==> config.mk <==
export PLATFORM = sky130hd
export DESIGN_NAME = murmur3_32_stream_hash
export DESIGN_NICKNAME = d
export VERILOG_FILES = /design/src/hw/rtl/mm3_pkg.sv /design/src/hw/rtl/mm3_datapath.sv /design/src/hw/rtl/mm3_ctrl.sv /design/src/hw/rtl/murmur3_32_stream_hash.sv
export SDC_FILE = /design/constraint.sdc
export NUM_CORES = 2
export LEC_CHECK = 0
export ABC_AREA = 1
export BUFFER_PORTS_ARGS = -buffer_cell sky130_fd_sc_hd__buf_2
export CORE_MARGIN = 4
export CORE_UTILIZATION = 48
export CTS_CLUSTER_SIZE = 20
export DETAILED_ROUTE_END_ITERATION = 6
export HOLD_SLACK_MARGIN = 0.02
export PLACE_DENSITY = 0.75
export SLEW_MARGIN = 10
export SYNTH_ARGS = -nofsm -noshare
export SYNTH_HDL_FRONTEND = slang
export SYNTH_SLANG_ARGS = --single-unit
==> constraint.sdc <==
create_clock -name clk_i -period 12.5 [get_ports clk_i]
set_input_delay 2.5 -clock clk_i [delete_from_list [all_inputs] [get_ports clk_i]]
set_output_delay 2.5 -clock clk_i [all_outputs]
set_load 0.03 [all_outputs]
==> src/hw/rtl/mm3_pkg.sv <==
// Shared constants, command codes and interface types for the MurmurHash3 stream hasher.
package mm3_pkg;

  localparam logic [31:0] C1 = 32'hcc9e2d51;
  localparam logic [31:0] C2 = 32'h1b873593;
  localparam logic [31:0] MixAdd = 32'he6546b64;
  localparam logic [31:0] F1 = 32'h85ebca6b;
  localparam logic [31:0] F2 = 32'hc2b2ae35;

  localparam int unsigned OpW = 3;
  localparam logic [OpW-1:0] OP_NONE   = 3'd0;
  localparam logic [OpW-1:0] OP_ABSORB = 3'd1;
  localparam logic [OpW-1:0] OP_SCR1   = 3'd2;
  localparam logic [OpW-1:0] OP_SCR2   = 3'd3;
  localparam logic [OpW-1:0] OP_MIX    = 3'd4;
  localparam logic [OpW-1:0] OP_FIN1   = 3'd5;
  localparam logic [OpW-1:0] OP_FIN2   = 3'd6;
  localparam logic [OpW-1:0] OP_FIN3   = 3'd7;

  typedef struct packed {
    logic [OpW-1:0] op;
  } cmd_t;

  typedef struct packed {
    logic cnt_full;
    logic out_free;
  } sts_t;

endpackage

==> src/hw/rtl/mm3_datapath.sv <==
// Datapath: seed, running hash, byte packing, shared multiplier and result register.
module mm3_datapath (
  input  logic              clk_i,
  input  logic              rst_ni,
  input  logic              cfg_we_i,
  input  logic [31:0]       cfg_data_i,
  input  logic [7:0]        data_byte_i,
  input  logic              byte_present_i,
  input  logic              last_i,
  input  mm3_pkg::cmd_t     cmd_i,
  output mm3_pkg::sts_t     sts_o,
  output logic              out_valid_o,
  input  logic              out_stall_i,
  output logic [31:0]       hash_value_o
);

  logic [31:0] seed_q, seed_d;
  logic [31:0] hash_q, hash_d;
  logic [31:0] k_q, k_d;
  logic [31:0] word_q, word_d;
  logic [1:0]  cnt_q, cnt_d;
  logic [31:0] len_q, len_d;
  logic        in_msg_q, in_msg_d;
  logic [31:0] res_q, res_d;
  logic        out_valid_q, out_valid_d;

  logic [31:0] new_word;
  logic [31:0] mul_a, mul_b, prod;
  logic [31:0] fin_t, mix_r, hx13;

  assign new_word = word_q | ({24'd0, data_byte_i} << {cnt_q, 3'b000});
  assign fin_t    = hash_q ^ k_q ^ len_q;
  assign mix_r    = {hash_q[18:0] ^ k_q[18:0], hash_q[31:19] ^ k_q[31:19]};
  assign hx13     = hash_q ^ (hash_q >> 13);

  always_comb begin
    case (cmd_i.op)
      mm3_pkg::OP_SCR1: begin
        mul_a = k_q;
        mul_b = mm3_pkg::C1;
      end
      mm3_pkg::OP_SCR2: begin
        mul_a = {k_q[16:0], k_q[31:17]};
        mul_b = mm3_pkg::C2;
      end
      mm3_pkg::OP_FIN1: begin
        mul_a = fin_t ^ (fin_t >> 16);
        mul_b = mm3_pkg::F1;
      end
      mm3_pkg::OP_FIN2: begin
        mul_a = hx13;
        mul_b = mm3_pkg::F2;
      end
      default: begin
        mul_a = k_q;
        mul_b = mm3_pkg::C1;
      end
    endcase
  end

  assign prod = mul_a * mul_b;

  always_comb begin
    seed_d      = cfg_we_i ? cfg_data_i : seed_q;
    hash_d      = hash_q;
    k_d         = k_q;
    word_d      = word_q;
    cnt_d       = cnt_q;
    len_d       = len_q;
    in_msg_d    = in_msg_q;
    res_d       = res_q;
    out_valid_d = out_valid_q && out_stall_i;
    case (cmd_i.op)
      mm3_pkg::OP_ABSORB: begin
        if ((byte_present_i || last_i) && !in_msg_q) begin
          hash_d   = seed_q;
          in_msg_d = 1'b1;
        end
        if (byte_present_i) begin
          len_d = len_q + 32'd1;
          if (cnt_q == 2'd3) begin
            k_d    = new_word;
            word_d = '0;
            cnt_d  = '0;
          end else begin
            word_d = new_word;
            cnt_d  = cnt_q + 2'd1;
            if (last_i) k_d = new_word;
          end
        end else if (last_i) begin
          k_d = word_q;
        end
      end
      mm3_pkg::OP_SCR1: k_d = prod;
      mm3_pkg::OP_SCR2: k_d = prod;
      mm3_pkg::OP_MIX: begin
        hash_d = {mix_r[29:0], 2'b00} + mix_r + mm3_pkg::MixAdd;
        k_d    = '0;
      end
      mm3_pkg::OP_FIN1: hash_d = prod;
      mm3_pkg::OP_FIN2: hash_d = prod;
      mm3_pkg::OP_FIN3: begin
        res_d       = hash_q ^ (hash_q >> 16);
        out_valid_d = 1'b1;
        in_msg_d    = 1'b0;
        word_d      = '0;
        cnt_d       = '0;
        len_d       = '0;
      end
      default: ;
    endcase
  end

  always_ff @(posedge clk_i or negedge rst_ni) begin
    if (!rst_ni) begin
      seed_q      <= '0;
      word_q      <= '0;
      cnt_q       <= '0;
      len_q       <= '0;
      in_msg_q    <= 1'b0;
      out_valid_q <= 1'b0;
    end else begin
      seed_q      <= seed_d;
      word_q      <= word_d;
      cnt_q       <= cnt_d;
      len_q       <= len_d;
      in_msg_q    <= in_msg_d;
      out_valid_q <= out_valid_d;
    end
  end

  always_ff @(posedge clk_i) begin
    hash_q <= hash_d;
    k_q    <= k_d;
    res_q  <= res_d;
  end

  assign sts_o.cnt_full = (cnt_q == 2'd3);
  assign sts_o.out_free = !out_valid_q || !out_stall_i;
  assign out_valid_o    = out_valid_q;
  assign hash_value_o   = res_q;

endmodule

==> src/hw/rtl/mm3_ctrl.sv <==
// Controller: sequences absorb, block mixing and finalisation steps.
module mm3_ctrl (
  input  logic          clk_i,
  input  logic          rst_ni,
  input  logic          in_valid_i,
  input  logic          byte_present_i,
  input  logic          last_i,
  output logic          in_stall_o,
  input  mm3_pkg::sts_t sts_i,
  output mm3_pkg::cmd_t cmd_o
);

  localparam logic [2:0] ST_IDLE = 3'd0;
  localparam logic [2:0] ST_SCR1 = 3'd1;
  localparam logic [2:0] ST_SCR2 = 3'd2;
  localparam logic [2:0] ST_MIX  = 3'd3;
  localparam logic [2:0] ST_FIN1 = 3'd4;
  localparam logic [2:0] ST_FIN2 = 3'd5;
  localparam logic [2:0] ST_FIN3 = 3'd6;

  logic [2:0] state_q, state_d;
  logic       blk_q, blk_d;
  logic       pend_last_q, pend_last_d;
  logic       accept;

  assign accept     = in_valid_i && (state_q == ST_IDLE);
  assign in_stall_o = (state_q != ST_IDLE);

  always_comb begin
    state_d     = state_q;
    blk_d       = blk_q;
    pend_last_d = pend_last_q;
    cmd_o.op    = mm3_pkg::OP_NONE;
    case (state_q)
      ST_IDLE: begin
        if (in_valid_i) begin
          cmd_o.op = mm3_pkg::OP_ABSORB;
          if (byte_present_i && sts_i.cnt_full) begin
            state_d     = ST_SCR1;
            blk_d       = 1'b1;
            pend_last_d = last_i;
          end else if (last_i) begin
            state_d     = ST_SCR1;
            blk_d       = 1'b0;
            pend_last_d = 1'b1;
          end
        end
      end
      ST_SCR1: begin
        cmd_o.op = mm3_pkg::OP_SCR1;
        state_d  = ST_SCR2;
      end
      ST_SCR2: begin
        cmd_o.op = mm3_pkg::OP_SCR2;
        state_d  = blk_q ? ST_MIX : ST_FIN1;
      end
      ST_MIX: begin
        cmd_o.op = mm3_pkg::OP_MIX;
        state_d  = pend_last_q ? ST_FIN1 : ST_IDLE;
      end
      ST_FIN1: begin
        cmd_o.op = mm3_pkg::OP_FIN1;
        state_d  = ST_FIN2;
      end
      ST_FIN2: begin
        cmd_o.op = mm3_pkg::OP_FIN2;
        state_d  = ST_FIN3;
      end
      ST_FIN3: begin
        if (sts_i.out_free) begin
          cmd_o.op = mm3_pkg::OP_FIN3;
          state_d  = ST_IDLE;
        end
      end
      default: state_d = ST_IDLE;
    endcase
  end

  always_ff @(posedge clk_i or negedge rst_ni) begin
    if (!rst_ni) begin
      state_q     <= ST_IDLE;
      blk_q       <= 1'b0;
      pend_last_q <= 1'b0;
    end else begin
      state_q     <= state_d;
      blk_q       <= blk_d;
      pend_last_q <= pend_last_d;
    end
  end

  a_fin_holds: assert property (@(posedge clk_i) disable iff (!rst_ni)
    (state_q == ST_FIN3 && !sts_i.out_free) |=> (state_q == ST_FIN3))
    else $error("finalisation left without a free result slot");

  a_blk_start: assert property (@(posedge clk_i) disable iff (!rst_ni)
    (accept && byte_present_i && sts_i.cnt_full) |=> (state_q == ST_SCR1 && blk_q))
    else $error("completed block not mixed");

  a_mix_return: assert property (@(posedge clk_i) disable iff (!rst_ni)
    (state_q == ST_MIX && !pend_last_q) |=> (state_q == ST_IDLE))
    else $error("block mix did not return to idle");

  a_last_fin: assert property (@(posedge clk_i) disable iff (!rst_ni)
    (accept && last_i) |=> pend_last_q)
    else $error("last beat not flagged for finalisation");

endmodule

==> src/hw/rtl/murmur3_32_stream_hash.sv <==
// Top level of the streaming MurmurHash3 x86_32 hasher.
// Hashes a byte message arriving one byte per beat with the seed register as the
// initial value; the beat flagged last yields one 32-bit hash. A byte that does
// not complete a 4-byte block is absorbed in the idle state; a byte that completes
// a block is followed by two scramble multiplies and the mix, with the input stalled.
// A last beat adds two scramble multiplies, two avalanche multiplies and the result
// write, after the mix when it also completes a block. The steps take turns on the
// single shared 32x32 multiplier. The result sits in an output register, so a new
// message can be accepted while it waits to be taken.
module murmur3_32_stream_hash (
  input  logic        clk_i,
  input  logic        rst_ni,
  input  logic        cfg_we_i,
  input  logic [31:0] cfg_data_i,
  input  logic        in_valid_i,
  output logic        in_stall_o,
  input  logic [7:0]  data_byte_i,
  input  logic        byte_present_i,
  input  logic        last_i,
  output logic        out_valid_o,
  input  logic        out_stall_i,
  output logic [31:0] hash_value_o
);

  mm3_pkg::cmd_t cmd;
  mm3_pkg::sts_t sts;

  mm3_ctrl u_ctrl (
    .clk_i          (clk_i),
    .rst_ni         (rst_ni),
    .in_valid_i     (in_valid_i),
    .byte_present_i (byte_present_i),
    .last_i         (last_i),
    .in_stall_o     (in_stall_o),
    .sts_i          (sts),
    .cmd_o          (cmd)
  );

  mm3_datapath u_dp (
    .clk_i          (clk_i),
    .rst_ni         (rst_ni),
    .cfg_we_i       (cfg_we_i),
    .cfg_data_i     (cfg_data_i),
    .data_byte_i    (data_byte_i),
    .byte_present_i (byte_present_i),
    .last_i         (last_i),
    .cmd_i          (cmd),
    .sts_o          (sts),
    .out_valid_o    (out_valid_o),
    .out_stall_i    (out_stall_i),
    .hash_value_o   (hash_value_o)
  );

endmodule

==> metrics <==
status=complete, but fails checks; violated checks=DRC; port bufs=80; Synth Area in Adders=37.8%; initial antenna violation count=2; core area=0.0563 mm^2; critical path fanouts, max=5; WL met1=36.6 mm; first-pass GRT wire length=143 mm; Row Count=87; Synth Area in XOR/XNOR=3.67%; CTS max path bufs=3; Inst Count DP=4075; Syn. warnings=0; DR pass1 iterations=7; H-Tree Level Count=1; complex-gate fraction of the synthesized area=7.34%; DR WL/cell=23.7 um; Post-Route Setup TNS=0 ps; Max Used Layer=met5; maxcap violations=0; Initial Util=48.4%; area of the multi-input gates=0.0183 mm^2; period utilization=78.9%; vias in the first global route=22600; crit path time final=9860 ps; Simple-Gate Fraction of Synth Area=17.1%; pin count of the biggest net entering global routing=74; clk sink count=201; DRC Markers=14; most frequent cells in the layout=815 x inv_1, 660 x nand2_1, 392 x fa_1; Reg area=0.00551 mm^2; I/O pins=81; crit path DAT=10120 ps; die height=246 um; non-filler cells, final=4114; slew of the pin with the lowest slew margin=1040 ps; die width=246 um; worst skew pair latency=540 ps; PostCTS Resize Cnt=0; Tightest Hold Check Type=flop to flop; Worst path max stage delay=590 ps; RSZ-0062 raised after global routing=no; largest family of logic cells by synthesized area=adder cells; hold_buf cts=0; Pins Over Slew Limit=0; fillers=5376; Iter 0 DRT Violations=2913; Worst-path clk slew=70 ps; DR WL met2=42.6 mm; Setup-failing EPs final=0; Syn Inst Count=3291; synthesized area per cell=8.27 um^2; gr ovfl total=0; Final GP Congestion=1.09; die area=0.0606 mm^2; Root Buffer=clkbuf_16; gr usage total=32.3%; Detail Route Antenna Nets=0; Mapped Nets=3926; cts bufs inserted=21; Total Nets Final=3977; DP Wirelength=83.6 mm; final hold slack=494 ps; Area Growth Syn to Fin=7.11%; register area share after synthesis=20.2%; CTS tree=built; register bit total from synthesis=201; Syn Std Cell Area=0.0272 mm^2; fraction of layout cells with a size suffix above 1=6.76%; CP Capture Type=flop; drt total wl=97.7 mm; Netlist cell types=52; Crit Path Class=flop to flop; Max-slew headroom=30.0%; Via-to-Cell Ratio=5.56; mux contribution to synthesized area=1.32%; Setup Fix Bufs, Post-CTS=0; f_max=0.101 GHz; Max Clock Skew=36.1 ps; CP Data Required Time=12760 ps; startpoint types=flop; commonest non-fill, non-tap cell in the layout=inv_1; CP max-delay cell=edfxtp_1; Vias=22900; metal3 WL=10.7 mm; final hold vios=0
[final timing paths]
kind / start / to / slack [ps] / cells past startpoint
setup / recovery: u_dp.hash_q[25] / u_dp.hash_q[30] / 2640 / 37
hold / removal: u_dp.word_q[26] / u_dp.word_q[26] / 490 / 2
setup reg to reg: u_dp.hash_q[25] / u_dp.hash_q[30] / 2640 / 37
hold reg to reg: u_dp.word_q[26] / u_dp.word_q[26] / 490 / 2
max in group asynchronous: rst_ni / u_dp.seed_q[7] / 9230 / 2
min in group asynchronous: rst_ni / u_dp.len_q[23] / 1940 / 1
[registers in the layout (all words and copies together) (netlist names)]
name,cells
u_dp.cnt_q,2
u_dp.out_valid_o,1
u_dp.seed_q,32
u_ctrl.state_q,3
u_dp.len_q,32
u_ctrl.blk_q,1
u_ctrl.pend_last_q,1
u_dp.k_q,32
u_dp.hash_q,32
u_dp.in_msg_q,1
u_dp.hash_value_o,32
u_dp.word_q,32
[final cells by class]
type                    count  share of cell area [%]
well taps                 756                    3.24
clock buffers              23                    1.83
repair buffers             97                    1.82
inverters                 826                    10.6
flip-flops and latches    201                    18.9
diodes                      1                 0.00858
clock inverters            15                   0.665
multi-input cells        2195                    62.9
[cell families after synthesis]
family          after synthesis
simple gates               1102
buf+inv                     895
fa+ha+maj                   588
compound gates              359
flops                       201
xor+xnor                    114
mux                          32
[routing by layer]
metal,track usage [%],up-vias
met4,19.0,2
met1,42.0,11000
met3,6.88,316
met2,49.9,1398
met5,0,-
li1,-,10200
[metrics by stage]
step / setup slack [ps] / util, % / cell area (um^2)
final: 2640 / 51.8 / 29200
after global routing: 2190 / 51.8 / 29200
after CTS: 2860 / 51.8 / 29200
after detailed placement: 2910 / 50.5 / 28400
after global placement: 3000 / 50.5 / 28400
after floorplan: 4590 / - / 27200
[Yosys cell counts (all sizes together)]
cell type    n  area share (%)
o211ai      14            0.39
buf         30            0.57
o21ai      104             2.0
a221oi       3           0.097
a22oi        2           0.055
nand4       22            0.51
a21oi      183             3.4
mux2        32             1.3
clkinv       4           0.060
nor3        60             1.1
or2         27            0.62
a21boi       4            0.11
ha         196             9.0
inv        822              11
a31o         1           0.032
edfxtp      96              11
nand3      127             2.4
a22o         1           0.032
nor4        10            0.23
a2111oi      1           0.032
a211oi       5            0.14
o211a        1           0.037
a31oi        2           0.046
dfrtp      105             9.7
a21o        14            0.39
xnor2       30            0.97
o21a         4            0.11
nand3b       7            0.19
fa         392              29
xor2        84             2.7
o221ai       5            0.16
o22ai        8            0.18
nand2      672             9.4
clkbuf      39            0.54
o21bai       7            0.19
nor2       177             2.5
[worst max-delay path, delay by kind of cell, from the launching register on]
| kind | cells | cell delay, ps |
|---|---|---|
| adders and majority gates | 9 | 4080 |
| DFF | 1 | 590 |
| AOI/OAI and AO/OA | 4 | 600 |
| xor gates and xnor gates | 4 | 1460 |
| and+or+nand+nor | 15 | 2130 |
| buffers and inverters | 5 | 680 |
Power is not shown: default switching activity piles up to over one toggle a cycle in this logic, so the estimate is an artifact.
